<file path="src/hw/rtl/pca_pkg.sv">
// ----------------------------------------------------------------------------
// pca_pkg: shared types and constants for the polygon area/centroid block
// Field widths, accumulator widths, the queue entry and the winding codes.
// ----------------------------------------------------------------------------
package pca_pkg;

  // Accumulator widths (wrapping two's complement)
  localparam int AREA_W = 48;
  localparam int MOM_W  = 64;

  // Result field widths
  localparam int AREA_OUT_W = 34;
  localparam int CENT_W     = 24;
  localparam int WIND_W     = 2;
  localparam int CNT_W      = 12;

  // Vertex count saturates here
  localparam logic [CNT_W-1:0] CNT_MAX = 12'hFFF;

  // Centroid saturation magnitudes
  localparam logic [CENT_W-1:0] CENT_POS_MAX = 24'h7F_FFFF;
  localparam logic [CENT_W-1:0] CENT_NEG_MAG = 24'h80_0000;

  // Queue between front and back
  localparam int QUEUE_DEPTH = 2;
  localparam int QPTR_W      = 1;
  localparam int QCNT_W      = 2;

  typedef enum logic [WIND_W-1:0] {
    WIND_NONE = 2'd0,
    WIND_CCW  = 2'd1,
    WIND_CW   = 2'd2
  } pca_wind_e;

  // One closed polygon's sums, handed from front to back
  typedef struct packed {
    logic [AREA_W-1:0] area;
    logic [MOM_W-1:0]  mom_x;
    logic [MOM_W-1:0]  mom_y;
    logic [CNT_W-1:0]  count;
  } pca_entry_t;

endpackage

</file>
<file path="src/hw/rtl/pca_queue.sv">
// ----------------------------------------------------------------------------
// pca_queue: short queue of closed-polygon sums
// Lets the vertex front and the divide back stall independently.
// ----------------------------------------------------------------------------
module pca_queue (
  input  logic                clk_i,
  input  logic                rst_ni,
  input  logic                push_valid_i,
  output logic                push_ready_o,
  input  pca_pkg::pca_entry_t push_entry_i,
  output logic                pop_valid_o,
  input  logic                pop_ready_i,
  output pca_pkg::pca_entry_t pop_entry_o
);
  import pca_pkg::*;

  pca_entry_t        mem_q [QUEUE_DEPTH];
  logic [QPTR_W-1:0] wr_ptr_q, rd_ptr_q;
  logic [QCNT_W-1:0] count_q;
  logic              push, pop;

  assign push_ready_o = (count_q != QCNT_W'(QUEUE_DEPTH));
  assign pop_valid_o  = (count_q != '0);
  assign push         = push_valid_i && push_ready_o;
  assign pop          = pop_valid_o && pop_ready_i;
  assign pop_entry_o  = mem_q[rd_ptr_q];

  // storage
  always_ff @(posedge clk_i) begin
    if (push) mem_q[wr_ptr_q] <= push_entry_i;
  end

  // pointers and fill level
  always_ff @(posedge clk_i or negedge rst_ni) begin
    if (!rst_ni) begin
      wr_ptr_q <= '0;
      rd_ptr_q <= '0;
      count_q  <= '0;
    end else begin
      if (push) begin
        wr_ptr_q <= (wr_ptr_q == QPTR_W'(QUEUE_DEPTH - 1)) ? '0 : wr_ptr_q + 1'b1;
      end
      if (pop) begin
        rd_ptr_q <= (rd_ptr_q == QPTR_W'(QUEUE_DEPTH - 1)) ? '0 : rd_ptr_q + 1'b1;
      end
      if (push && !pop) begin
        count_q <= count_q + 1'b1;
      end else if (pop && !push) begin
        count_q <= count_q - 1'b1;
      end
    end
  end

endmodule

</file>
<file path="config.mk">
export PLATFORM = sky130hd
export DESIGN_NAME = pca_queue
export DESIGN_NICKNAME = d
export VERILOG_FILES = /design/src/hw/rtl/pca_pkg.sv /design/src/hw/rtl/pca_queue.sv
export SDC_FILE = /design/constraint.sdc
export NUM_CORES = 1
export LEC_CHECK = 0
export BUFFER_PORTS_ARGS = -buffer_cell sky130_fd_sc_hd__buf_4
export CAP_MARGIN = 15
export CORE_ASPECT_RATIO = 1.75
export CORE_MARGIN = 1
export CORE_UTILIZATION = 51
export DETAILED_ROUTE_END_ITERATION = 10
export PLACE_DENSITY = 0.78
export SLEW_MARGIN = 30
export SYNTH_ARGS = -nofsm -noshare
export SYNTH_HDL_FRONTEND = slang
export SYNTH_SLANG_ARGS = --single-unit
</file>
<file path="constraint.sdc">
create_clock -name clk_i -period 20.5 [get_ports clk_i]
set_input_delay 1.025 -clock clk_i [delete_from_list [all_inputs] [get_ports clk_i]]
set_output_delay 1.025 -clock clk_i [all_outputs]
set_load 0.05 [all_outputs]
</file>
Yosys cells after proc, flatten, opt, wreduce, memory -nomap -nowiden
Memories as Yosys holds them, arrays and structs flattened. Cells that the tools add are included.

Register bits after elaboration: 4. RAM bits: 376. Input bits: 192. Output and inout bits: 190. Word-level logic and storage cells: 23. Memories kept: 1.

Memory list: mem_q (words 2, width 188, read ports 1, clocked after Yosys merged registers in 0, wr ports 1, line pca_queue.sv:17) `pca_entry_t mem_q [QUEUE_DEPTH];`.

$add $sub $neg: 4. Equality and inequality tests: 1. Multiplexer cells: 6. Reductions and logical operators: 8.

Operators by type and width (number): $logic_and 1x1->1 (4); $mux 1 (4); $mux 2 (2); $reduce_bool 2->1 (2); $add 1x1->1 const B (2); $add 2x1->2 const B (1); $logic_not 1->1 (2); $ne 2x2->1 const B (1); $sub 2x1->2 const B (1).

Depth between registers and ports, before layout
Gate-level depths: netlist of run 1.

Word-level depth: 6. Gate-level depth with buffers: 7. Gate-level depth less buffers: 7.

Worst setup path before layout of run 1
No wires, ideal clock.

Kind: in2reg. From: input push_valid_i. To: memory mem_q[0][0] (netlist bit) (enable). Library setup time: 0.740 ns. Arrival: 8.935 ns. Required time: 19.760 ns. Setup slack: 10.825 ns. Stages: 2. Buffers on the path: 0. Cells stage by stage: nand2_1 nor2_1.

Cells in the longest elaborated chain, start to end: 3.

RTL lines: start, declared (line pca_queue.sv:8) `input logic push_valid_i,`; $logic_and 1x1->1 (line pca_queue.sv:24) `assign push = push_valid_i && push_ready_o;`; $mux 1 (line pca_queue.sv:30) `if (push) mem_q[wr_ptr_q] <= push_entry_i;`; $mux 1 (not written as such) (line pca_queue.sv:30); end, declared (line pca_queue.sv:17).

No other way between the ends.

==> metrics.md, run 1 <==
| Metric | Value |
|---|---|
| Run status | `completed` |
| WHS | `264 ps` |
| Fin cells | `1402` |
| Largest net degree at the start of global routing | `between 70 and 80` |
| Number of fill cells | `1820` |
| Worst Tran Pin Value | `866 ps` |
| Vias in the first global route | `7414` |
| FF-to-FF path depth | `5` |
| RSZ-0062 raised after global routing | `false` |
| Max Slew Vio Count | `0` |
| Die area | `28500 um^2` |
| Setup CP Type | `register to output port` |
| TritonCTS Buffers | `31` |
| DR WL met3 | `between 1.5 and 2 mm` |
| I/O Buffers | `381` |
| Tcrit/Tclk final | `17.7%` |
| ANT nets after route | `0` |
| Routed wire length | `28.3 mm` |
| Synthesized cell area | `14200 um^2` |
| Yosys warning count | `0` |
| Die H | `223 um` |
| Drt pass-1 iters | `4` |
| Die Span X | `128 um` |
| Highest routed layer | `met4` |
| Via density per instance | `5.03` |
| Hold Vio Cnt, Final | `0` |
| Clk_skew | `around 15 ps` |
| Cell taking the most area after synthesis | `edfxtp_1` |
| Starting Density | `51.9%` |
| Flop2flop setup slack | `17800 ps` |
| CTS tree | `done` |
| DP Wirelength | `around 20 mm` |
| Wire per inst | `20.2 um` |
| Clock latency on the worst-skew pair | `560 ps` |
| CP Max Fanout | `68` |
| WL met2 | `about 15 mm` |
| Dominant cells by area after synthesis | `edfxtp_1 (80%), mux2_4 (11%), mux2_2 (7.0%), buf_6 (1.1%), dfrtp_1 (0.71%)` |
| Dpl cells | `1341` |
| DRT iter0 DRCs | `371` |
| R2R Path End | `mem_q[0][107]` |
| Total GRT Usage | `19.5%` |
| WP data required | `roughly 20000 ps` |
| Final min period | `3630 ps` |
| Initial antenna violation count | `4` |
| Avg Cell Area, Syn | `23.5 um^2` |
| Post-synthesis net count | `around 800` |
| Clock H-tree levels | `1` |
| Clk buf depth | `3` |
| CTS root buf | `clkbuf_16` |
| Worst Path Arrival | `2610 ps` |
| TritonCTS Sinks | `380` |
| Yosys top cell area share | `79.7%` |
| Final setup violation count | `0` |
| R2R Path Start | `count_q[0]` |
| RePlAce Congestion | `0.819` |
| Slew margin rel. | `42.3%` |
| Global-route wire length before repair | `between 40 and 50 mm` |
| M1 WL | `9.34 mm` |
| Peak supply drop | `0.147 mV` |
| Cell variety after synth | `15` |
| Via count | `7055` |
| Max Cap Violations | `0` |
| Setup TNS | `0 ps` |
| Fmax | `275 MHz` |
| Worst Setup End Kind | `output port` |
| Synth Instances | `603` |
| Nature of the critical path startpoint | `register` |
| Overflow after GRT | `0` |
| Resize count post-CTS | `0` |
| Num ports | `roughly 380` |
| Core area | `approximately 27000 um^2` |
| Worst-path clk slew | `70 ps` |
| FP Rows | `80` |
| Register bit total from synthesis | `380` |
| P&R area growth vs syn | `30.9%` |
| Cts hold-fix bufs | `0` |
| Sequential cell area fraction in the yosys report | `between 80% and 90%` |
| Power Density | `170 nW/um^2` |
| Hold Crit Class | `primary input to async pin` |
| LEAKAGE | `between 7 and 8 nW` |
| Nets@finish | `1198` |
| Residual DRC | `0` |
| Setup bufs post-CTS | `0` |
| Ratio of cells with drive above 1 in the final layout | `61.3%` |
[power by group]
group / switching (mW) / internal (mW) / leakage [nW]
clock network: 0.257 / 0.368 / 0.531
registers: 0.0569 / 1.06 / 3.54
logic: 0.923 / 0.485 / 3.11
[sequential cells by signal (all words and copies together), names as in the netlist]
name      count
rd_ptr_q      1
wr_ptr_q      1
count_q       2
mem_q       376
[per-stage QoR]
stage	instance area, um^2	util (%)	setup slack, ps	power, mW
global placement	17400	63.6	16730	2.53
finish	18500	67.9	16870	3.15
global route	18500	67.9	16750	3.26
CTS	18500	67.8	16600	3.19
detailed placement	17400	63.8	17190	2.56
floorplan	14200	-	10830	2.22
[metal layers]
layer	global-route usage (%)	up-vias
li1	-	3211
met1	19.4	3457
met2	35.7	302
met3	4.62	85
met4	12.3	0
met5	0	-
[worst max-delay path, cell delays in order, from the launching register on]
cell and delay (ps):
dfrtp_4 750, buf_6 620, mux2_2 420, buf_4 190
[cell type report]
class | count | area, um^2 | area share [%]
antenna | 4 | 10.0 | 0.0540
clock buffer | 39 | 846 | 4.56
clock inverter | 18 | 251 | 1.36
inverter | 1 | 3.75 | 0.0202
multi-input combinational | 201 | 2590 | 14.0
sequential | 380 | 11400 | 61.5
tap | 369 | 462 | 2.49
timing repair buffer | 390 | 2980 | 16.1
[synth_stat cells]
master,count
edfxtp_1,376
mux2_4,100
mux2_2,88
buf_6,14
buf_2,7
dfrtp_1,4
xnor2_1,3
nand2_1,2
nor2_1,2
xor2_1,2
and3_1,1
ha_1,1
inv_1,1
nand2b_1,1
or2_2,1
[cells in the final DEF (no fill, tap or decap)]
cell type	count
inv_6	1
bufinv_16	6
dfrtp_1	3
clkbuf_1	4
mux2_4	100
edfxtp_1	376
and3_4	1
clkinv_2	3
clkbuf_16	31
nand2b_1	1
mux2_2	88
clkinv_4	2
inv_1	1
or2_2	1
nor2_1	1
diode_2	4
clkinvlp_4	2
nand2_1	2
nor2_4	1
buf_4	385
buf_16	2
clkbuf_8	4
xnor2_1	3
ha_1	1
clkinv_1	4
dfrtp_4	1
xor2_1	2
buf_6	3
[worst max path at each step]
stage	endpoint	startpoint	slack, ps	cells after the start
floorplan	mem_q[0][0]	push_valid_i	10830	2
global placement	pop_entry_o[34]	rd_ptr_q	16730	3
detailed placement	pop_entry_o[18]	rd_ptr_q	17190	3
CTS	pop_entry_o[18]	rd_ptr_q	16600	3
global route	pop_entry_o[154]	rd_ptr_q	16750	3
finish	pop_entry_o[18]	rd_ptr_q	16870	3
[cell families (layout without fill, tap and decap cells)]
kind of cell,Yosys count,in the layout,synth area share (%)
and+or+nand+nor,7,7,0.239
adders and majority gates,1,1,0.0883
muxes,188,188,17.6
xor gates and xnor gates,5,5,0.309
buffers and inverters,22,448,1.39
other,0,4,0
DFF,380,380,80.4
Note: power is estimated with default switching activity, not from simulation.
==> run 2, diff against run 1 <==
--- a/config.mk
+++ b/config.mk
@@ -5,13 +5,14 @@
 export SDC_FILE = /design/constraint.sdc
 export NUM_CORES = 1
 export LEC_CHECK = 0
+export ABC_AREA = 1
 export BUFFER_PORTS_ARGS = -buffer_cell sky130_fd_sc_hd__buf_4
 export CAP_MARGIN = 15
 export CORE_ASPECT_RATIO = 1.75
 export CORE_MARGIN = 1
-export CORE_UTILIZATION = 51
+export CORE_UTILIZATION = 47
 export DETAILED_ROUTE_END_ITERATION = 10
-export PLACE_DENSITY = 0.78
+export PLACE_DENSITY = 0.76
 export SLEW_MARGIN = 30
 export SYNTH_ARGS = -nofsm -noshare
 export SYNTH_HDL_FRONTEND = slang
==> constraint.sdc (replaced) <==
create_clock -name clk_i -period 3.1 [get_ports clk_i]
set_input_delay 0.155 -clock clk_i [delete_from_list [all_inputs] [get_ports clk_i]]
set_output_delay 0.155 -clock clk_i [all_outputs]
set_load 0.05 [all_outputs]
==> run 2 against run 1 <==
Against the previous run:
- cell area up 8.9%
- clock skew fell by 1.8 ps
- global-route usage is 4.3 points higher
- register-to-register slack lost 17000 ps
- via count increased by 40%
- clock power rose to 6.6 times the previous value
- critical path depth up 2
- largest power group unchanged
- highest routed layer unchanged
==> metrics.md, run 2 <==
| Metric | Value |
|---|---|
| Run status | `completed` |
| Global-route wire length before repair | `54.7 mm (+34%)` |
| Sequential cell area fraction in the yosys report | `81.9% (+1.5 points)` |
| WP data required | `2940 ps (-16540 ps)` |
| Post-synth EDFFs | `376 (unchanged)` |
| Worst-path clk slew | `70 ps (about the same)` |
| Routed wire length | `36.6 mm (+29%)` |
| Core area | `29200 um^2 (+6.8%)` |
| Met3 global-route usage | `4.27% (-0.35 points)` |
| Post-synthesis async set-or-reset flop share | `1.05% (unchanged)` |
| Via count | `9891 (+40%)` |
| Initial antenna violation count | `7 (+3)` |
| Dominant cells by area after synthesis | `edfxtp_1 (81%), nand2_1 (15%), buf_6 (0.97%), dfrtp_1 (0.72%), buf_2 (0.65%)` |
| RePlAce Congestion | `0.852 (+4.1%)` |
| Tcrit/Tclk final | `79.3%` |
| Register bit total from synthesis | `380 (unchanged)` |
| GRT met2 Usage | `44.3% (+8.5 points)` |
| Drt pass-1 iters | `4 (unchanged)` |
| Final setup violation count | `0 (unchanged)` |
| Delay of the slowest critical-path stage | `520 ps (-230 ps)` |
| Cell variety after synth | `15 (unchanged)` |
| Starting Density | `47.7% (-4.2 points)` |
| Multi-input logic area | `2260 um^2 (-13%)` |
| Resize count post-CTS | `0 (unchanged)` |
| Slew margin rel. | `37.9% (-4.4 points)` |
| Most frequent cells in the layout | `nand2_1 (572), buf_4 (388), edfxtp_1 (376)` |
| Overflow after GRT | `0 (unchanged)` |
| Clk_skew | `12.8 ps (-1.76 ps)` |
| Worst Path Arrival | `2300 ps (-310 ps)` |
| Synth cell count leaders | `nand2_1 (574), edfxtp_1 (376), buf_2 (18)` |
| TritonCTS Sinks | `380 (unchanged)` |
| Max Cap Violations | `0 (unchanged)` |
| Most common cell after layout, fill and taps aside | `nand2_1` |
| CTS tree | `done` |
| Count leader, synth | `nand2_1` |
| TritonCTS Buffers | `34 (+9.7%)` |
| Final Cell Area | `20200 um^2 (+8.9%)` |
| Setup bufs post-CTS | `0 (unchanged)` |
| CP max-delay cell | `dfrtp_4` |
| Peak supply drop | `0.798 mV (+440%)` |
| Hold Crit Class | `primary input to register` |
| Number of flip-flops in the largest register | `376 (unchanged)` |
| Die area | `30300 um^2 (+6.5%)` |
| Worst Setup End Kind | `output port` |
| Fin cells | `2004 (+43%)` |
| Largest net degree at the start of global routing | `147 (+88%)` |
| Avg Cell Area, Syn | `13.8 um^2 (-41%)` |
| Register area | `11400 um^2 (unchanged)` |
| Cts hold-fix bufs | `191 (+191)` |
| Largest register by flop count | `mem_q` |
| Final Power | `22.0 mW (+600%)` |
| Total GRT Usage | `23.8% (+4.3 points)` |
| P&R area growth vs syn | `45.1%` |
| Clock latency on the worst-skew pair | `510 ps (-50 ps)` |
| Max Slew Vio Count | `0 (unchanged)` |
| Residual DRC | `0 (unchanged)` |
| LEAKAGE | `8.54 nW (+19%)` |
| Number of fill cells | `1855 (+1.9%)` |
| Power Density | `1090 nW/um^2 (+540%)` |
| Crit path from | `rd_ptr_q` |
| DP Wirelength | `21.4 mm (+8.2%)` |
| R2R Path End | `mem_q[1][138]` |
| Via density per instance | `4.94 (-1.9%)` |
| Worst Tran Pin Value | `932 ps (+65.6 ps)` |
| Ratio of cells with drive above 1 in the final layout | `27.6% (-34 points)` |
| Hold Vio Cnt, Final | `0 (unchanged)` |
| Worst Hold End | `mem_q[1][40]` |
| Die Span X | `132 um (+3.2%)` |
| WHS | `370 ps (+106 ps)` |
| Yosys warning count | `0 (unchanged)` |
| Met1 Usage GRT | `23.8% (+4.4 points)` |
| Hold Crit Start | `push_entry_i[40]` |
| Num ports | `382 (unchanged)` |
| Placed Area | `17200 um^2 (-1.6%)` |
| Setup CP Type | `register to output port` |
| ANT nets after route | `0 (unchanged)` |
| Fmax | `407 MHz` |
| Clk buf depth | `3 (unchanged)` |
| Vias in the first global route | `10500 (+42%)` |
| Wire per inst | `18.3 um (-9.5%)` |
| CP Max Fanout | `75 (+10%)` |
| Yosys top cell area share | `81.2% (+1.5 points)` |
| Synthesized cell area | `13900 um^2 (-1.8%)` |
| CTS root buf | `clkbuf_16` |
| GR peak layer | `met2` |
| Ys flop type | `edfxtp_1` |
| Synth Instances | `1010 (+67%)` |
| Die H | `230 um (+3.2%)` |
| DRT iter0 DRCs | `583 (+57%)` |
| Critical-path cell list | `inv_6 > buf_4 > nand2_1 > nand2_1 > buf_4` |
| R2R Path Start | `count_q[0]` |
| Post-synthesis net count | `1203 (+51%)` |
| Cell taking the most area after synthesis | `edfxtp_1` |
| Top flop regs | `mem_q (376), count_q (2)` |
| Nature of the critical path startpoint | `register` |
| FF-to-FF path depth | `5 (unchanged)` |
| FP Rows | `83 (+3.8%)` |
| Final min period | `~2500 ps` |
| Flop2flop setup slack | `1170 ps (-16630 ps)` |
| Worst Hold Depth | `2` |
| Clock H-tree levels | `2 (+1)` |
| Dpl cells | `1743 (+30%)` |
| Nets@finish | `1782 (+49%)` |
| RSZ-0062 raised after global routing | `false` |
| I/O Buffers | `381 (unchanged)` |
-- run 2: stage by stage --
step | TNS, ps | setup WS, ps | util (%)
detailed placement | 0 | 1160 | 58.8
global placement | 0 | 1200 | 58.8
floorplan | -284520 | -765 | -
global route | 0 | 502 | 69.2
finish | 0 | 641 | 69.2
CTS | 0 | 615 | 69.1
-- run 2: cell families after synthesis --
family                   Yosys count  synth area share [%]
adder cells (fa/ha/maj)            1                0.0899
AND/OR/NAND/NOR                  579                  15.7
XOR/XNOR                           2                 0.126
buffers and inverters             48                  2.26
flip-flops                       380                  81.9
-- run 2: metal layers --
layer / up-vias / wire (um) / part of all wire, %
li1: 4575 / - / -
met2: 432 / 20200 / 55
met5: - / 0 / 0
met4: 0 / 2460 / 6.7
met1: 4743 / 11900 / 33
met3: 141 / 2030 / 5.5
-- run 2: critical path: cells and delay by family (launching register included) --
family                 cells  cell delay (ps)
DFF                        1              520
and+or+nand+nor            2              190
buffers and inverters      3             1020
-- run 2: final cells by class --
class                           instances  share of cell area [%]
Antenna cell                            8                  0.0992
Clock buffer                           44                    4.72
Clock inverter                         17                   0.676
Inverter                                7                   0.155
Multi-Input combinational cell        582                    11.2
Sequential cell                       380                    56.5
Tap cell                              382                    2.37
Timing Repair Buffer                  584                    24.4
-- run 2: where the power goes --
group	internal [mW]	switching (mW)
combinational	2.67	7.89
clock	2.35	1.76
sequential	7.03	0.315
total	12.0	9.97
-- run 2: how the worst max path moves through the flow --
stage | to | slack [ps] | cells past startpoint
floorplan | mem_q[0][0] | -760 | 4
global placement | pop_entry_o[93] | 1200 | 5
detailed placement | pop_entry_o[93] | 1160 | 5
CTS | pop_entry_o[93] | 620 | 5
global route | pop_entry_o[135] | 500 | 5
finish | pop_entry_o[28] | 640 | 5
==> run 3, diff against run 2 <==
--- a/config.mk
+++ b/config.mk
@@ -5,14 +5,14 @@
 export SDC_FILE = /design/constraint.sdc
 export NUM_CORES = 1
 export LEC_CHECK = 0
-export ABC_AREA = 1
+export ABC_AREA = 0
 export BUFFER_PORTS_ARGS = -buffer_cell sky130_fd_sc_hd__buf_4
 export CAP_MARGIN = 15
 export CORE_ASPECT_RATIO = 1.75
 export CORE_MARGIN = 1
-export CORE_UTILIZATION = 47
+export CORE_UTILIZATION = 51
 export DETAILED_ROUTE_END_ITERATION = 10
-export PLACE_DENSITY = 0.76
+export PLACE_DENSITY = 0.78
 export SLEW_MARGIN = 30
 export SYNTH_ARGS = -nofsm -noshare
 export SYNTH_HDL_FRONTEND = slang
==> constraint.sdc (replaced) <==
create_clock -name clk_i -period 2.3 [get_ports clk_i]
set_input_delay 0.115 -clock clk_i [delete_from_list [all_inputs] [get_ports clk_i]]
set_output_delay 0.115 -clock clk_i [all_outputs]
set_load 0.05 [all_outputs]
==> run 3 against run 2 <==
Against the previous run:
- flip-flop and latch count stayed put
- clock power is 39% higher
- worst hold slack worse by 96 ps
- wire length is 6.5% lower
- non-clock buffer count is 11 higher
- worst setup slack worse by 600 ps
- via count is 19% lower
- first-iteration DRC count is 19% lower
- global-route usage is 0.44 points lower
- register-to-register slack worse by 630 ps
- critical path type unchanged
- critical endpoint is now pop_entry_o[182]
- highest routed layer unchanged
==> metrics.md, run 3 (synthesis results as in run 1) <==
| Metric | Value |
|---|---|
| Most common cell after layout, fill and taps aside | `buf_4` |
| Delay of the slowest critical-path stage | `570 ps (+50 ps)` |
| Drt pass-1 iters | `4 (unchanged)` |
| Via count | `8018 (-19%)` |
| Final Cell Area | `20700 um^2 (+2.6%)` |
| Die Span X | `128 um (-3.1%)` |
| Worst Setup End Kind | `output port` |
| Worst-path clk slew | `70 ps (about the same)` |
| Peak supply drop | `0.978 mV (+23%)` |
| Placed Area | `17600 um^2 (+2.8%)` |
| Clock H-tree levels | `1 (-1)` |
| Final setup violation count | `0 (unchanged)` |
| Hold Crit Class | `primary input to register` |
| Pre-CTS setup slack | `579 ps (-584 ps)` |
| Die H | `223 um (-3.1%)` |
| Tcrit/Tclk final | `98.2%` |
| I/O Buffers | `381 (unchanged)` |
| Fin worst setup slack | `40.7 ps (-601 ps)` |
| Most frequent cells in the layout | `buf_4 (391), edfxtp_1 (376), dlygate4sd3_1 (192)` |
| CP max-delay cell | `dfrtp_4` |
| Total GRT Usage | `23.4% (-0.44 points)` |
| Max Cap Violations | `0 (unchanged)` |
| Power Density | `1410 nW/um^2 (+29%)` |
| Nature of the critical path startpoint | `register` |
| Setup CP Type | `register to output port` |
| Dpl cells | `1353 (-22%)` |
| Fmax | `roughly 440 MHz` |
| WP data required | `2180 ps (-760 ps)` |
| ANT nets after route | `0 (unchanged)` |
| Overflow after GRT | `0 (unchanged)` |
| TritonCTS Buffers | `31 (-8.8%)` |
| Global-route wire length before repair | `49.1 mm (-10%)` |
| Register area | `11400 um^2 (unchanged)` |
| Clk buf depth | `3 (unchanged)` |
| Number of flip-flops in the largest register | `376 (unchanged)` |
| Ratio of cells with drive above 1 in the final layout | `52.3% (+25 points)` |
| Residual DRC | `0 (unchanged)` |
| Fin cells | `1609 (-20%)` |
| Die area | `28500 um^2 (-6.1%)` |
| Setup bufs post-CTS | `0 (unchanged)` |
| Run status | `completed` |
| DP Wirelength | `20.3 mm (-5.2%)` |
| Slew margin rel. | `60.5% (+23 points)` |
| Largest net degree at the start of global routing | `103 (-30%)` |
| CTS root buf | `clkbuf_16` |
| CP bufs+invs | `2 (-1)` |
| FP Rows | `80 (-3.6%)` |
| Worst Tran Pin Value | `592 ps (-340 ps)` |
| Num ports | `382 (unchanged)` |
| Initial antenna violation count | `5 (-2)` |
| LEAKAGE | `8.08 nW (-5.3%)` |
| Final min period | `2260 ps` |
| Vias in the first global route | `8877 (-15%)` |
| Worst Path Arrival | `2140 ps (-160 ps)` |
| P&R area growth vs syn | `46.1%` |
| Clock latency on the worst-skew pair | `560 ps (+50 ps)` |
| Wire per inst | `21.3 um (+16%)` |
| Routed wire length | `34.2 mm (-6.5%)` |
| Critical-path cell list | `buf_12 > mux2_2 > buf_4` |
| CTS tree | `done` |
| DRT iter0 DRCs | `470 (-19%)` |
| Clk_skew | `20.9 ps (+8.10 ps)` |
| CP Max Fanout | `54 (-28%)` |
| Max Slew Vio Count | `0 (unchanged)` |
| TritonCTS Sinks | `380 (unchanged)` |
| Multi-input logic area | `2610 um^2 (+16%)` |
| Cell family with most CP delay | `flip-flops` |
| Nets@finish | `1403 (-21%)` |
| Core area | `27300 um^2 (-6.4%)` |
| Largest register by flop count | `mem_q` |
| Hold Vio Cnt, Final | `0 (unchanged)` |
| Via density per instance | `4.98 (+0.96%)` |
| Starting Density | `51.9% (+4.2 points)` |
| RSZ-0062 raised after global routing | `true` |
| RePlAce Congestion | `0.785 (-7.9%)` |
| Number of fill cells | `1447 (-22%)` |
| Setup TNS | `0 ps (unchanged)` |
| Top flop regs | `mem_q (376), count_q (2)` |
## run 3: power by group
group	switching (mW)	total, mW	internal, mW
combinational	8.69	13.5	4.84
sequential	0.481	9.95	9.47
clock	2.35	5.71	3.36
## run 3: final timing paths
check                                       start          endpoint  slack (ps)  depth (start not counted)
worst max-delay path                     rd_ptr_q  pop_entry_o[182]          40                          3
min in group asynchronous                  rst_ni        count_q[0]         470                          3
max in group asynchronous                  rst_ni          rd_ptr_q        1620                          3
worst min-delay path            push_entry_i[163]     mem_q[0][163]         270                          2
worst min register to register         count_q[1]        count_q[1]         560                          1
worst max register to register         count_q[0]      mem_q[0][77]         540                          4
## run 3: stage by stage
step                util (%)  hold slack, ps  total power [mW]
floorplan                  -            -181              19.6
detailed placement      64.5           -80.3              23.1
global route            75.7             265              30.1
finish                  75.8             274              29.2
global placement        64.5           -85.8              22.9
CTS                     75.6             243              29.1
## run 3: timing repair
item / 4_1_cts / 5_1_grt
setup endpoints to repair: 0 / 35
resized for setup: 0 / 1
hold buffers: 192 / 0
hold endpoints to repair: 382 / 0
## run 3: final cells by class
| type | instances | share of cell area [%] |
|---|---|---|
| diodes | 6 | 0.0725 |
| clock buffers | 34 | 3.80 |
| well taps | 369 | 2.23 |
| repair buffers | 595 | 24.7 |
| flip-flops and latches | 380 | 55.0 |
| clock inverters | 23 | 1.54 |
| multi-input cells | 201 | 12.6 |
| inverters | 1 | 0.0181 |
## run 3: layer usage
layer | vias up | track usage (%) | share of wire, %
met5 | - | 0 | 0
met4 | 0 | 12.9 | 5.7
met3 | 100 | 3.92 | 5.2
met2 | 358 | 45.5 | 57
met1 | 3941 | 22.5 | 32
li1 | 3619 | - | -
