--- src/hw/rtl/pca_pkg.sv ---
// ----------------------------------------------------------------------------
// pca_pkg: shared types and constants for the polygon area/centroid block
// Field widths, accumulator widths, the queue entry and the winding codes.
// ----------------------------------------------------------------------------
package pca_pkg;

  // Accumulator widths (wrapping two's complement)
  localparam int AREA_W = 48;
  localparam int MOM_W  = 64;

  // Result field widths
  localparam int AREA_OUT_W = 34;
  localparam int CENT_W     = 24;
  localparam int WIND_W     = 2;
  localparam int CNT_W      = 12;

  // Vertex count saturates here
  localparam logic [CNT_W-1:0] CNT_MAX = 12'hFFF;

  // Centroid saturation magnitudes
  localparam logic [CENT_W-1:0] CENT_POS_MAX = 24'h7F_FFFF;
  localparam logic [CENT_W-1:0] CENT_NEG_MAG = 24'h80_0000;

  // Queue between front and back
  localparam int QUEUE_DEPTH = 2;
  localparam int QPTR_W      = 1;
  localparam int QCNT_W      = 2;

  typedef enum logic [WIND_W-1:0] {
    WIND_NONE = 2'd0,
    WIND_CCW  = 2'd1,
    WIND_CW   = 2'd2
  } pca_wind_e;

  // One closed polygon's sums, handed from front to back
  typedef struct packed {
    logic [AREA_W-1:0] area;
    logic [MOM_W-1:0]  mom_x;
    logic [MOM_W-1:0]  mom_y;
    logic [CNT_W-1:0]  count;
  } pca_entry_t;

endpackage

--- src/hw/rtl/pca_if.sv ---


interface pca_result_if;
  import pca_pkg::*;
  logic                     valid;
  logic                     ready;
  logic [AREA_OUT_W-1:0]    doubled_area;
  logic signed [CENT_W-1:0] centroid_x;
  logic signed [CENT_W-1:0] centroid_y;
  logic [WIND_W-1:0]        winding;
  logic [CNT_W-1:0]         vertex_total;

  modport source (output valid, doubled_area, centroid_x, centroid_y, winding,
                  vertex_total, input ready);
  modport sink   (input valid, doubled_area, centroid_x, centroid_y, winding,
                  vertex_total, output ready);
endinterface

--- src/hw/rtl/pca_back.sv ---
// ----------------------------------------------------------------------------
// pca_back: area magnitude, centroid division and result register
// Takes one polygon's sums, divides both moments by 3*|2A| one quotient bit
// per cycle, saturates and holds the result until it is taken.
// ----------------------------------------------------------------------------
module pca_back #(
  parameter int FRAC_BITS = 8
) (
  input  logic                clk_i,
  input  logic                rst_ni,
  input  logic                pop_valid_i,
  output logic                pop_ready_o,
  input  pca_pkg::pca_entry_t pop_entry_i,
  pca_result_if.source        res_o
);
  import pca_pkg::*;

  localparam int NUM_W  = MOM_W + FRAC_BITS;
  localparam int DIV_W  = AREA_W + 2;
  localparam int STEP_W = $clog2(NUM_W);

  typedef enum logic [3:0] {
    B_IDLE  = 4'b0001,
    B_PREP  = 4'b0010,
    B_DIV   = 4'b0100,
    B_WRITE = 4'b1000
  } back_state_e;

  back_state_e state_q;
  logic [STEP_W-1:0] step_q;

  // operands (no reset)
  logic [AREA_W-1:0] mag_q;
  logic [DIV_W-1:0]  d_q;
  logic              zero_q, aneg_q, negx_q, negy_q;
  logic [NUM_W-1:0]  numx_q, numy_q, qx_q, qy_q;
  logic [DIV_W-1:0]  remx_q, remy_q;
  logic [CNT_W-1:0]  cnt_q;

  // result register
  logic                     res_valid_q;
  logic [AREA_OUT_W-1:0]    res_area_q;
  logic [CENT_W-1:0]        res_cx_q, res_cy_q;
  logic [WIND_W-1:0]        res_wind_q;
  logic [CNT_W-1:0]         res_cnt_q;

  logic              pop, load;
  logic [MOM_W-1:0]  absmx, absmy;
  logic [DIV_W:0]    trialx, trialy;
  logic              qbitx, qbity;
  logic [NUM_W-1:0]  limx, limy;
  logic [CENT_W-1:0] satx, saty, centx, centy;
  logic [AREA_OUT_W-1:0] area_sat;

  assign pop_ready_o = (state_q == B_IDLE);
  assign pop         = pop_valid_i && pop_ready_o;
  assign load        = (state_q == B_WRITE) && (!res_valid_q || res_o.ready);

  assign absmx = pop_entry_i.mom_x[MOM_W-1] ? (~pop_entry_i.mom_x + 1'b1) : pop_entry_i.mom_x;
  assign absmy = pop_entry_i.mom_y[MOM_W-1] ? (~pop_entry_i.mom_y + 1'b1) : pop_entry_i.mom_y;

  // one restoring-division step for each moment
  always_comb begin
    trialx = {remx_q, numx_q[NUM_W-1]};
    trialy = {remy_q, numy_q[NUM_W-1]};
    qbitx  = (trialx >= {1'b0, d_q});
    qbity  = (trialy >= {1'b0, d_q});
  end

  // saturate and apply sign
  always_comb begin
    limx     = negx_q ? NUM_W'(CENT_NEG_MAG) : NUM_W'(CENT_POS_MAX);
    limy     = negy_q ? NUM_W'(CENT_NEG_MAG) : NUM_W'(CENT_POS_MAX);
    satx     = (qx_q > limx) ? limx[CENT_W-1:0] : qx_q[CENT_W-1:0];
    saty     = (qy_q > limy) ? limy[CENT_W-1:0] : qy_q[CENT_W-1:0];
    centx    = negx_q ? (~satx + 1'b1) : satx;
    centy    = negy_q ? (~saty + 1'b1) : saty;
    area_sat = (|mag_q[AREA_W-1:AREA_OUT_W]) ? '1 : mag_q[AREA_OUT_W-1:0];
  end

  // sequencer
  always_ff @(posedge clk_i or negedge rst_ni) begin
    if (!rst_ni) begin
      state_q <= B_IDLE;
      step_q  <= '0;
    end else begin
      unique case (state_q)
        B_IDLE: if (pop) state_q <= B_PREP;
        B_PREP: begin
          step_q  <= STEP_W'(NUM_W - 1);
          state_q <= zero_q ? B_WRITE : B_DIV;
        end
        B_DIV: begin
          if (step_q == '0) state_q <= B_WRITE;
          else step_q <= step_q - 1'b1;
        end
        B_WRITE: if (load) state_q <= B_IDLE;
        default: state_q <= B_IDLE;
      endcase
    end
  end

  // divider datapath
  always_ff @(posedge clk_i) begin
    if (pop) begin
      mag_q  <= pop_entry_i.area[AREA_W-1] ? (~pop_entry_i.area + 1'b1) : pop_entry_i.area;
      zero_q <= (pop_entry_i.area == '0);
      aneg_q <= pop_entry_i.area[AREA_W-1];
      negx_q <= pop_entry_i.mom_x[MOM_W-1] ^ pop_entry_i.area[AREA_W-1];
      negy_q <= pop_entry_i.mom_y[MOM_W-1] ^ pop_entry_i.area[AREA_W-1];
      numx_q <= NUM_W'(absmx) << FRAC_BITS;
      numy_q <= NUM_W'(absmy) << FRAC_BITS;
      remx_q <= '0;
      remy_q <= '0;
      qx_q   <= '0;
      qy_q   <= '0;
      cnt_q  <= pop_entry_i.count;
    end
    if (state_q == B_PREP) begin
      // divisor is 3 * |2A|
      d_q <= {1'b0, mag_q, 1'b0} + DIV_W'(mag_q);
    end
    if (state_q == B_DIV) begin
      numx_q <= numx_q << 1;
      numy_q <= numy_q << 1;
      remx_q <= qbitx ? DIV_W'(trialx - {1'b0, d_q}) : trialx[DIV_W-1:0];
      remy_q <= qbity ? DIV_W'(trialy - {1'b0, d_q}) : trialy[DIV_W-1:0];
      qx_q   <= {qx_q[NUM_W-2:0], qbitx};
      qy_q   <= {qy_q[NUM_W-2:0], qbity};
    end
  end

  // output register
  always_ff @(posedge clk_i or negedge rst_ni) begin
    if (!rst_ni) begin
      res_valid_q <= 1'b0;
    end else if (load) begin
      res_valid_q <= 1'b1;
    end else if (res_o.ready) begin
      res_valid_q <= 1'b0;
    end
  end

  always_ff @(posedge clk_i) begin
    if (load) begin
      res_area_q <= area_sat;
      res_cnt_q  <= cnt_q;
      if (zero_q) begin
        res_cx_q   <= '0;
        res_cy_q   <= '0;
        res_wind_q <= WIND_NONE;
      end else begin
        res_cx_q   <= centx;
        res_cy_q   <= centy;
        res_wind_q <= aneg_q ? WIND_CW : WIND_CCW;
      end
    end
  end

  assign res_o.valid        = res_valid_q;
  assign res_o.doubled_area = res_area_q;
  assign res_o.centroid_x   = res_cx_q;
  assign res_o.centroid_y   = res_cy_q;
  assign res_o.winding      = res_wind_q;
  assign res_o.vertex_total = res_cnt_q;

endmodule

--- src/flat_wrapper.sv ---
// flat-port wrapper written by rule: the top's interface ports become plain ports
module pca_back_flat import pca_pkg::*;
#(
  parameter int FRAC_BITS = 8
)
  (clk_i, rst_ni, pop_valid_i, pop_ready_o, pop_entry_i, res_o_valid, res_o_doubled_area, res_o_centroid_x, res_o_centroid_y, res_o_winding, res_o_vertex_total, res_o_ready);
  pca_result_if res_o_i ();
  input  logic clk_i;
  input  logic rst_ni;
  input  logic pop_valid_i;
  output logic pop_ready_o;
  input  pca_pkg::pca_entry_t pop_entry_i;
  output wire logic [$bits(res_o_i.valid)-1:0] res_o_valid;
  output wire logic [$bits(res_o_i.doubled_area)-1:0] res_o_doubled_area;
  output wire logic [$bits(res_o_i.centroid_x)-1:0] res_o_centroid_x;
  output wire logic [$bits(res_o_i.centroid_y)-1:0] res_o_centroid_y;
  output wire logic [$bits(res_o_i.winding)-1:0] res_o_winding;
  output wire logic [$bits(res_o_i.vertex_total)-1:0] res_o_vertex_total;
  input wire logic [$bits(res_o_i.ready)-1:0] res_o_ready;
  assign res_o_valid = res_o_i.valid;
  assign res_o_doubled_area = res_o_i.doubled_area;
  assign res_o_centroid_x = res_o_i.centroid_x;
  assign res_o_centroid_y = res_o_i.centroid_y;
  assign res_o_winding = res_o_i.winding;
  assign res_o_vertex_total = res_o_i.vertex_total;
  assign res_o_i.ready = res_o_ready;
  pca_back #(.FRAC_BITS(FRAC_BITS)) u_core (.clk_i(clk_i), .rst_ni(rst_ni), .pop_valid_i(pop_valid_i), .pop_ready_o(pop_ready_o), .pop_entry_i(pop_entry_i), .res_o(res_o_i));
endmodule
--- config.mk ---
export PLATFORM = sky130hd
export DESIGN_NAME = pca_back_flat
export DESIGN_NICKNAME = d
export VERILOG_FILES = /design/src/hw/rtl/pca_pkg.sv /design/src/hw/rtl/pca_if.sv /design/src/hw/rtl/pca_back.sv /design/src/flat_wrapper.sv
export SDC_FILE = /design/constraint.sdc
export NUM_CORES = 1
export LEC_CHECK = 0
export BUFFER_PORTS_ARGS = -buffer_cell sky130_fd_sc_hd__buf_2
export CAP_MARGIN = 20
export CORE_UTILIZATION = 60
export DETAILED_ROUTE_END_ITERATION = 6
export PLACE_DENSITY = 0.8
export SYNTH_ARGS = -nofsm -noshare
export SYNTH_HDL_FRONTEND = slang
export SYNTH_SLANG_ARGS = --single-unit
--- constraint.sdc ---
create_clock -name clk_i -period 15.21 [get_ports clk_i]
set_clock_uncertainty 0.05 [all_clocks]
set_input_delay 1.521 -clock clk_i [delete_from_list [all_inputs] [get_ports clk_i]]
set_output_delay 1.521 -clock clk_i [all_outputs]
set_load 0.05 [all_outputs]
# Word-level counts from Yosys, hierarchy flattened
# Cells that the tools add are included.
totals:
  reg_bits: 594
  latchBits: 0
  ram_bits: 0
  mem_bits_ro: 0
  in_bits: 192
  word_cells: 95
  mem_count: 0
classes:
  add_sub_neg: 9
  n_mul: 0
  div: 0
  magnitude_cmp: 4
  eq_ne: 8
  n_shift: 0
  muxes: 31
  n_bitwise: 7
  reduce_logical: 12
op_table:
  columns: ["operator", "n"]
  rows:
  - ["two-way mux 72 bit", 7]
  - ["two-way mux 50 bit", 5]
  - ["> comparator 72 bit", 2]
  - ["two-way mux 24 bit", 6]
  - ["adder 64 x 1 -> 64 bit, second input constant", 2]
  - ["two-way mux 64 bit", 2]
  - ["inverter 64 bit", 2]
  - [">= comparator 51 x 50 -> 1 bit", 2]
  - ["subtractor 50 bit", 2]
  - ["adder 49 x 48 -> 50 bit", 1]
  - ["adder 24 x 1 -> 24 bit, second input constant", 2]
  - ["adder 48 x 1 -> 48 bit, second input constant", 1]
  - ["logical NOT 48 bit", 1]
  - ["inverter 24 bit", 2]
  - ["inverter 48 bit", 1]
  - ["two-way mux 47 bit", 1]
  - ["two-way mux 4 bit", 4]
  - ["case mux 4 bit (4 select lines)", 1]
  - ["case mux 7 bit (2 select lines)", 1]
  - ["OR reduction 14 bit", 1]
  - ["logical NOT 7 bit", 1]
  - ["two-way mux 7 bit", 1]
  - ["subtractor 7 x 1 -> 7 bit, second input constant", 1]
  - ["nonzero test 2 bit", 3]
  - ["other kinds (14)", 19]

# Depth between registers and ports, before layout
# Gate-level depths: netlist (run 1).
logic_depth:
  depth_word: 6
  ltp_mapped: 25

# Worst setup path after synthesis (run 1)
# OpenSTA, ideal clock, no wires.
synth_path:
  kind: "input port to flip-flop"
  from: "in pop_valid_i"
  to: "reg u_core.numx_q[10] (enable)"
  arrival_time_ns: 7.690
  slack_ns: 6.889
  stages: 2
  n_path_buf: 0
  path_cell_list: "and2_1 -> or2_2"
synth_via:
  elab_chain_len: 2
synth_rtl:
  columns: ["item", "line", "source"]
  rows:
  - ["start: declaration", "flat_wrapper.sv:10", "input logic pop_valid_i;"]
  - ["logical AND 1 bit", "pca_back.sv:56", "assign pop = pop_valid_i && pop_ready_o;"]
  - ["nonzero test 2 bit (no source line)", null, null]
  - ["end signal: assignment", "pca_back.sv:111", "numx_q <= NUM_W'(absmx) << FRAC_BITS;"]
  - ["end signal: assignment", "pca_back.sv:124", "numx_q <= numx_q << 1;"]
  - ["end: declaration", "pca_back.sv:36", "logic [NUM_W-1:0] numx_q, numy_q, qx_q, qy_q;"]
# No other way between the ends.
# A chain may end at the register's enable or synchronous reset.

# Worst setup path after layout (run 1)
layout_path:
  from: "reg u_core.negx_q"
  to: "reg u_core.res_cx_q[22], in the netlist u_core.res_o.centroid_x[22] (data pin)"
layout_via:
  elab_chain_len: 6
layout_rtl:
  columns: ["item", "line", "source"]
  rows:
  - ["start: declaration", "pca_back.sv:35", "logic zero_q, aneg_q, negx_q, negy_q;"]
  - ["start signal: assignment", "pca_back.sv:109", "negx_q <= pop_entry_i.mom_x[MOM_W-1] ^ pop_entry_i.area[AREA_W-1];"]
  - ["two-way mux 24 bit", "pca_back.sv:72", "limx = negx_q ? NUM_W'(CENT_NEG_MAG) : NUM_W'(CENT_POS_MAX);"]
  - ["> comparator 72 bit", "pca_back.sv:74", "satx = (qx_q > limx) ? limx[CENT_W-1:0] : qx_q[CENT_W-1:0];"]
  - ["two-way mux 24 bit", "pca_back.sv:74", null]
  - ["inverter 24 bit", "pca_back.sv:76", "centx = negx_q ? (~satx + 1'b1) : satx;"]
  - ["adder 24 x 1 -> 24 bit", "pca_back.sv:76", null]
  - ["two-way mux 24 bit *", "pca_back.sv:76", null]
  - ["end signal: assignment", "pca_back.sv:153", "res_cx_q <= centx;"]
  - ["end: declaration", "pca_back.sv:43", "logic [CENT_W-1:0] res_cx_q, res_cy_q;"]
# Every way passes the cells marked *; elsewhere a longest branch is shown, timed or not.

==> key figures, run 1 <==
Run status
  – Status: finished, final reports clean

Yosys
  – Cell taking the most area after synthesis: edfxtp_1
  – XOR/XNOR Fraction of Synth Area: under 10%
  – Synthesized area: between 0.03 and 0.04 mm²
  – YS warnings: 0
  – Post-Synth Adder-Cell Area: 7.277%
  – Multiplexer share of the synthesized area: under 10%
  – Count of cell types in the netlist: 74
  – Yosys top cell area share: 47.10%
  – Ys async rst share: between 2 and 2.5%
  – Largest family of logic cells by synthesized area: compound AO/OA/AOI/OAI gates
  – Post-Synthesis Cells: 3666
  – Seq cells post-synth: 594
  – Top FF cell, synth: edfxtp_1
  – Syn nets: 4072
  – Seq/Total Area, Yosys: 47.91%
  – Synth Area in Compound Gates: roughly 16%
  – Post-synthesis simple-gate area fraction: roughly 16%
  – EDFF count, synth: 582
  – Synth Area per Inst: 10.12 µm²
  – Synth area leaders: edfxtp_1 (47%), ha_1 (7.1%), o21ai_0 (4.5%)

Placed design
  – Port-buffer cells: 289
  – Cell Area, Placed: 0.03913 mm²
  – Final Wtd Congestion: 0.9466
  – Cells after DPL: 4586
  – Final HPWL DP: between 60000 and 70000 µm

Min path
  – Hold path endpoint: u_core.res_o.vertex_total[1]
  – Min-Delay Path Class: flop to flop
  – Hold wc startpoint: u_core.cnt_q[1]
  – Cells on Worst Hold Path: 0

Route
  – Total wire length: 89750 µm
  – DRT iter0 DRCs: 2413
  – Vias: 29240
  – Via density: 6.191
  – Antenna viol nets, final: 0
  – DRC: 0
  – Drt wl/cell: 19.01 µm
  – Drt pass-1 iters: 5

Clock tree
  – Root Driver: clkbuf_16
  – Clock sink count: approximately 590
  – Post-CTS sizing: 0
  – Post-CTS Setup Bufs: 0
  – H-tree depth: 3
  – Reg clk slew, reported paths: around 0.06 ns
  – CTS tree: built
  – Total CTS buffers: 66
  – Longest Clk Path Bufs: 3
  – Latest clock arrival within the worst-skew pair: a little over 0.6 ns
  – Post-CTS Hold Buffers: 0

Cells and area
  – Post-route cell area: 0.04127 mm²
  – Layout area overhead: 11.24%
  – Commonest non-fill, non-tap cells in the layout: edfxtp_1 (582), o21ai_0 (334), nand2_1 (334)
  – Final-layout fill cell count: between 4000 and 5000
  – Most common cell after layout, fill and taps aside: edfxtp_1
  – Footprint of the multi-input gates: 0.01822 mm²
  – Final non-filler cell total: 4722
  – Reg area: 0.01778 mm²
  – Nets: 4279
  – Share of cells above drive strength 1: 12.08%

Timing
  – Fin Setup TNS: 0 ns
  – Relative slew slack: 29.62%
  – Fmax: between 100 and 150 MHz
  – Final worst path period share: a little under half
  – Min Tclk post-route: 6.973 ns
  – Fin. Hold Viols: 0
  – Final setup vio count: 0
  – Max-slew violations: 0
  – RSZ-0062 raised after global routing: no
  – Slew @ Worst Pin: 1.056 ns

Global route
  – All-layer global routing usage: 28.01%
  – Largest net degree at the start of global routing: between 150 and 200
  – Initial antenna violation count: 22
  – GRT overflow: 0
  – First-pass GRT wire length: 142000 µm
  – Vias in the first global route: 27530

Setup path
  – CP Capture Type: flop
  – WP data required: approximately 15 ns
  – Worst R2R Path Depth: 22
  – R2r endpoint: u_core.res_o.centroid_x[22]
  – Setup slack, reg-to-reg: 8.24 ns
  – CP max FO: 46
  – Arr. time, crit path: 7.24 ns
  – FF-to-FF Start: u_core.negx_q
  – Crit path launch type: flop
  – CP Class: flop to flop

Die
  – Io pins: 290
  – Row cnt: 90
  – Initial Util: 61.13%
  – Core ar.: 0.06070 mm²
  – Die span in y: ~250 µm
  – Die W: 250.7 µm
  – Die area: 0.06284 mm²

Power
  – Peak supply drop: 167.3 µV
  – PD cells: roughly 180 mW/mm²
  – Leakage: 0.01642 µW

Flow run
  – Max-Cap Viols: 0
-- cells by family after synthesis --
logic type,after synthesis
AOI/OAI and AO/OA,974
DFF,594
buffers and inverters,311
and+or+nand+nor,1195
xor gates and xnor gates,300
muxes,78
adders and majority gates,214
-- metal layers --
layer | GRT usage, % | share of wire (%)
met4 | 9.378 | 2.9
met2 | 46.56 | 48
met1 | 36.74 | 43
met5 | 0 | 0.16
met3 | 5.456 | 6.6
-- cell usage after synthesis (81+ instances only) --
cell type,count
clkbuf_1,167
nand2_1,335
ha_1,211
o21ai_0,334
inv_1,132
edfxtp_1,582
or3_1,81
a21o_1,99
xnor2_1,134
nor2_1,252
a21oi_1,215
xor2_1,166
and3_1,150
-- final cells by class --
cell class	count	area share, %
diodes	16	0.09701
flip-flops and latches	594	43.07
clock inverters	31	0.7639
inverters	135	1.228
clock buffers	88	4.305
repair buffers	315	4.026
well taps	782	2.371
multi-input cells	2761	44.14
-- power by group --
| part | switching (µW) | internal (µW) | leakage (µW) |
|---|---|---|---|
| sequential | 255 | 2460 | 0.00567 |
| combinational | 1940 | 1150 | 0.00973 |
| clock | 657 | 912 | 0.00102 |
| total | 2850 | 4520 | 0.0164 |
-- worst max path at each step --
stage,from,cells after the start,slack [ns],end
global route,u_core.negx_q,19,7.67,u_core.res_o.centroid_x[22]
CTS,u_core.negx_q,22,8.38,u_core.res_o.centroid_x[22]
global placement,u_core.negx_q,22,8.79,u_core.res_o.centroid_x[22]
floorplan,pop_valid_i,2,6.89,u_core.numx_q[10]
detailed placement,u_core.negx_q,22,8.40,u_core.res_o.centroid_x[22]
finish,u_core.negx_q,22,8.24,u_core.res_o.centroid_x[22]
-- sequential cells by signal (all words and copies together), names as in the netlist, 48 cells and up --
register / count
u_core.d_q: 50
u_core.mag_q: 48
u_core.numx_q: 64
u_core.numy_q: 64
u_core.qx_q: 72
u_core.qy_q: 72
u_core.remx_q: 50
u_core.remy_q: 50
-- metrics by stage --
step	setup slack (ns)	hold WS (ns)	power (µW)	utilization, %
after floorplan	6.889	0.3503	5106	-
after global placement	8.792	0.3502	5697	64.46
after detailed placement	8.397	0.3582	5767	64.46
after CTS	8.384	0.3726	7358	67.91
after global routing	7.666	0.3846	7823	67.96
final	8.237	0.3715	7378	68.00
-- critical path, cell delays in order, from the launching register on --
cell and delay, ns:
edfxtp_1 0.32, buf_4 0.41, clkinv_1 0.77, ha_1 0.49
nor2b_1 0.13, o21ai_0 0.08, nand2b_1 0.07, a21oi_1 0.06
o21ai_0 0.17, a211oi_1 0.12, o21ai_2 0.61, nand2_1 0.15
o21ai_0 0.16, ha_1 0.62, nand3_1 0.21, or3_1 0.41
or4_1 0.53, nor4_1 0.63, nand2_1 0.15, nor3_1 0.19
o21ai_0 0.10, o211ai_1 0.13, a21oi_1 0.09
(Power assumes the default switching activity.)
==> run 2: changes to the inputs <==
Settings changed: ABC_AREA set to 1, CORE_UTILIZATION 60 to 56, PLACE_DENSITY 0.8 to 0.78.
Clock period 15.21 ns to 6.39 ns, I/O delays scaled along.
==> run 2 against run 1 <==
Fmax increased by 44%. Non-clock buffer count decreased by 2. Global-route usage rose by 0.70 points. Via count rose by 18%. Cell count rose by 31%. Total power grew to 2.6 times the previous value. Setup slack got worse by 6.7 ns. Flip-flop and latch count did not move. Critical path depth shrank 2. Clock-buffer cell count up 2. Critical path type unchanged. Largest cell class unchanged.
==> key figures, run 2 <==
Route
  – DRC: 0
  – Via density: 5.571
  – Total wire length: 105900 µm
  – Drt wl/cell: around 17 µm
  – DRT iter0 DRCs: 2883
  – Drt pass-1 iters: 6
  – Antenna viol nets, final: 0
  – Vias: approximately 35000

Timing
  – Hold WS: 0.1499 ns
  – Min Tclk post-route: ~4.8 ns
  – Fin worst setup slack: 1.553 ns
  – Max-slew violations: 0
  – Fin. Hold Viols: 0
  – Slew @ Worst Pin: 1.081 ns
  – Final setup vio count: 0
  – Final worst path period share: 75.70%
  – RSZ-0062 raised after global routing: no
  – Relative slew slack: approximately 27%
  – Fmax: 206.7 MHz

Min path
  – Hold path endpoint: u_core.cnt_q[2]
  – Hold wc startpoint: pop_entry_i[2]
  – Min-Delay Path Class: primary input to flop
  – Cells on Worst Hold Path: 1

Global route
  – GRT overflow: 0
  – First-pass GRT wire length: between 150000 and 200000 µm
  – Vias in the first global route: 32390
  – All-layer global routing usage: 28.72%
  – Largest net degree at the start of global routing: 196
  – Initial antenna violation count: 7

Setup path
  – Critical path depth in cells: 20
  – Critical path buffers and inverters: 3
  – R2r endpoint: u_core.res_o.centroid_x[18]
  – Crit path cell chain: clkinv_1 -> ha_1 -> nand4_1 -> nor2_1 -> nand2_1 -> nor2_2 -> nand4_1 -> nand3_2 -> inv_1 -> a21oi_1 -> ha_1 -> inv_1 -> a21oi_2 -> nand3_1 -> nand2_1 -> nand2_1 -> nor2_2 -> nand3_1 -> nand2_1 -> nor2_1
  – CP Class: flop to flop
  – Setup slack, reg-to-reg: 1.55 ns
  – Crit path launch type: flop
  – FF-to-FF Start: u_core.negx_q
  – Kind of cell adding the most delay to the critical path: simple AND/OR/NAND/NOR gates
  – WP data required: 6.70 ns
  – Arr. time, crit path: ~5.2 ns
  – Slowest cell on crit path: edfxtp_1
  – CP Capture Type: flop
  – CP max FO: 28
  – Worst R2R Path Depth: 20
  – Most numerous cell on the critical path: nand2_1
  – Max incr delay on CP: slightly above 0.9 ns

Die
  – Die span in y: 269.1 µm
  – Initial Util: between 50 and 60%
  – Die area: 0.07240 mm²
  – Core ar.: between 0.07 and 0.08 mm²
  – Die W: around 270 µm
  – Io pins: 290
  – Row cnt: 97

Placed design
  – Port-buffer cells: between 200 and 300
  – Place WS: 1.583 ns
  – Cell Area, Placed: 0.04232 mm²
  – Final HPWL DP: 79310 µm
  – Final Wtd Congestion: just under 1
  – Cells after DPL: 6067

Yosys
  – Synth area leaders: edfxtp_1 (44%), nand2_1 (8.3%), nor2_1 (7.4%)
  – YS warnings: 0
  – Post-synth top cells: nand2_1 (879), nor2_1 (784), inv_1 (696)
  – Synth Area per Inst: 8.093 µm²
  – Post-Synthesis Cells: between 4000 and 5000
  – Seq cells post-synth: 594
  – EDFF count, synth: roughly 580
  – Synthesized area: about 0.040 mm²
  – Cell taking the most area after synthesis: edfxtp_1
  – Ys async rst share: 2.020%
  – Seq/Total Area, Yosys: 44.51%
  – Most frequent cell after synthesis: nand2_1
  – Syn nets: 5341
  – Top FF cell, synth: edfxtp_1
  – Yosys top cell area share: 43.76%
  – Count of cell types in the netlist: 62

Cells and area
  – Final non-filler cell total: 6205
  – Layout area overhead: 12.15%
  – Nets: ~5600
  – Top Registers: u_core.qx_q (72), u_core.qy_q (72)
  – Post-route cell area: about 0.045 mm²
  – Share of cells above drive strength 1: under 10%
  – Commonest non-fill, non-tap cells in the layout: nand2_1 (879), nor2_1 (781), inv_1 (694)
  – Most common cell after layout, fill and taps aside: nand2_1

Power
  – Power, Total: about 19000 µW
  – Peak supply drop: between 400 and 500 µV
  – PD cells: approximately 430 mW/mm²
  – Leakage: 0.01902 µW

Clock tree
  – Reg clk slew, reported paths: 0.06 ns
  – Post-CTS Setup Bufs: 0
  – Post-CTS sizing: 0
  – Longest Clk Path Bufs: 3
  – Total CTS buffers: 69
  – Latest clock arrival within the worst-skew pair: 0.62 ns
  – Root Driver: clkbuf_16
  – Clock sink count: 594
  – Post-CTS Hold Buffers: 1
  – CTS tree: built
  – H-tree depth: 3

Flow run
  – Max-Cap Viols: 0

Run status
  – Status: finished, final reports clean
==> run 2: how the worst max path moves through the flow <==
stage	start	to
global placement	u_core.negx_q	u_core.res_o.centroid_x[20]
detailed placement	u_core.negx_q	u_core.res_o.centroid_x[18]
global route	u_core.negx_q	u_core.res_o.centroid_x[18]
floorplan	u_core.state_q[3]	u_core.numx_q[10]
CTS	u_core.negx_q	u_core.res_o.centroid_x[18]
finish	u_core.negx_q	u_core.res_o.centroid_x[18]
==> run 2: area by class of cell <==
cell class / count / area, µm²
Fill cell: 6086 / 25480
Multi-Input combinational cell: 3516 / 19030
Sequential cell: 594 / 17780
Inverter: 705 / 2651
Clock buffer: 90 / 1952
Timing Repair Buffer: 313 / 1687
Tap cell: 940 / 1176
Clock inverter: 36 / 488.0
Antenna cell: 11 / 27.53
==> run 2: routing by layer <==
layer	part of all wire [%]	vias to the layer above	wire, µm	GRT usage [%]
met2	47	1142	49440	46.62
met5	0.014	-	15	0
met1	44	16080	46630	39.40
met3	6.1	220	6410	3.333
li1	-	17120	-	-
met4	3.2	2	3375	11.00
==> run 2: power by group <==
group          switching, µW  total (µW)  internal, µW
sequential               636        6640          6010
combinational           5660        8260          2600
clock                   1640        4250          2610
total                   7930       19200         11200
==> run 2: worst register-to-register path, stage by stage (launching register included) <==
cell      delay [ns]
edfxtp_1        0.93
clkinv_1        0.52
ha_1            0.47
nand4_1         0.12
nor2_1          0.15
nand2_1         0.08
nor2_2          0.10
nand4_1         0.18
nand3_2         0.45
inv_1           0.16
a21oi_1         0.20
ha_1            0.17
inv_1           0.05
a21oi_2         0.11
nand3_1         0.15
nand2_1         0.16
nand2_1         0.09
nor2_2          0.19
nand3_1         0.11
nand2_1         0.08
nor2_1          0.06
==> run 2: per-stage QoR <==
step,utilization [%],TNS (ns)
after global placement,60.18,0
after detailed placement,60.22,0
final,63.74,0
after floorplan,-,-515.57
after CTS,63.71,0
after global routing,63.72,0
==> run 2: cell families after synthesis <==
kind of cell / Yosys count / synth area share (%)
xor+xnor: 260 / 5.701
simple gates: 2083 / 21.77
compound gates: 959 / 13.31
flops: 594 / 44.51
buf+inv: 825 / 7.944
fa+ha+maj: 214 / 6.760
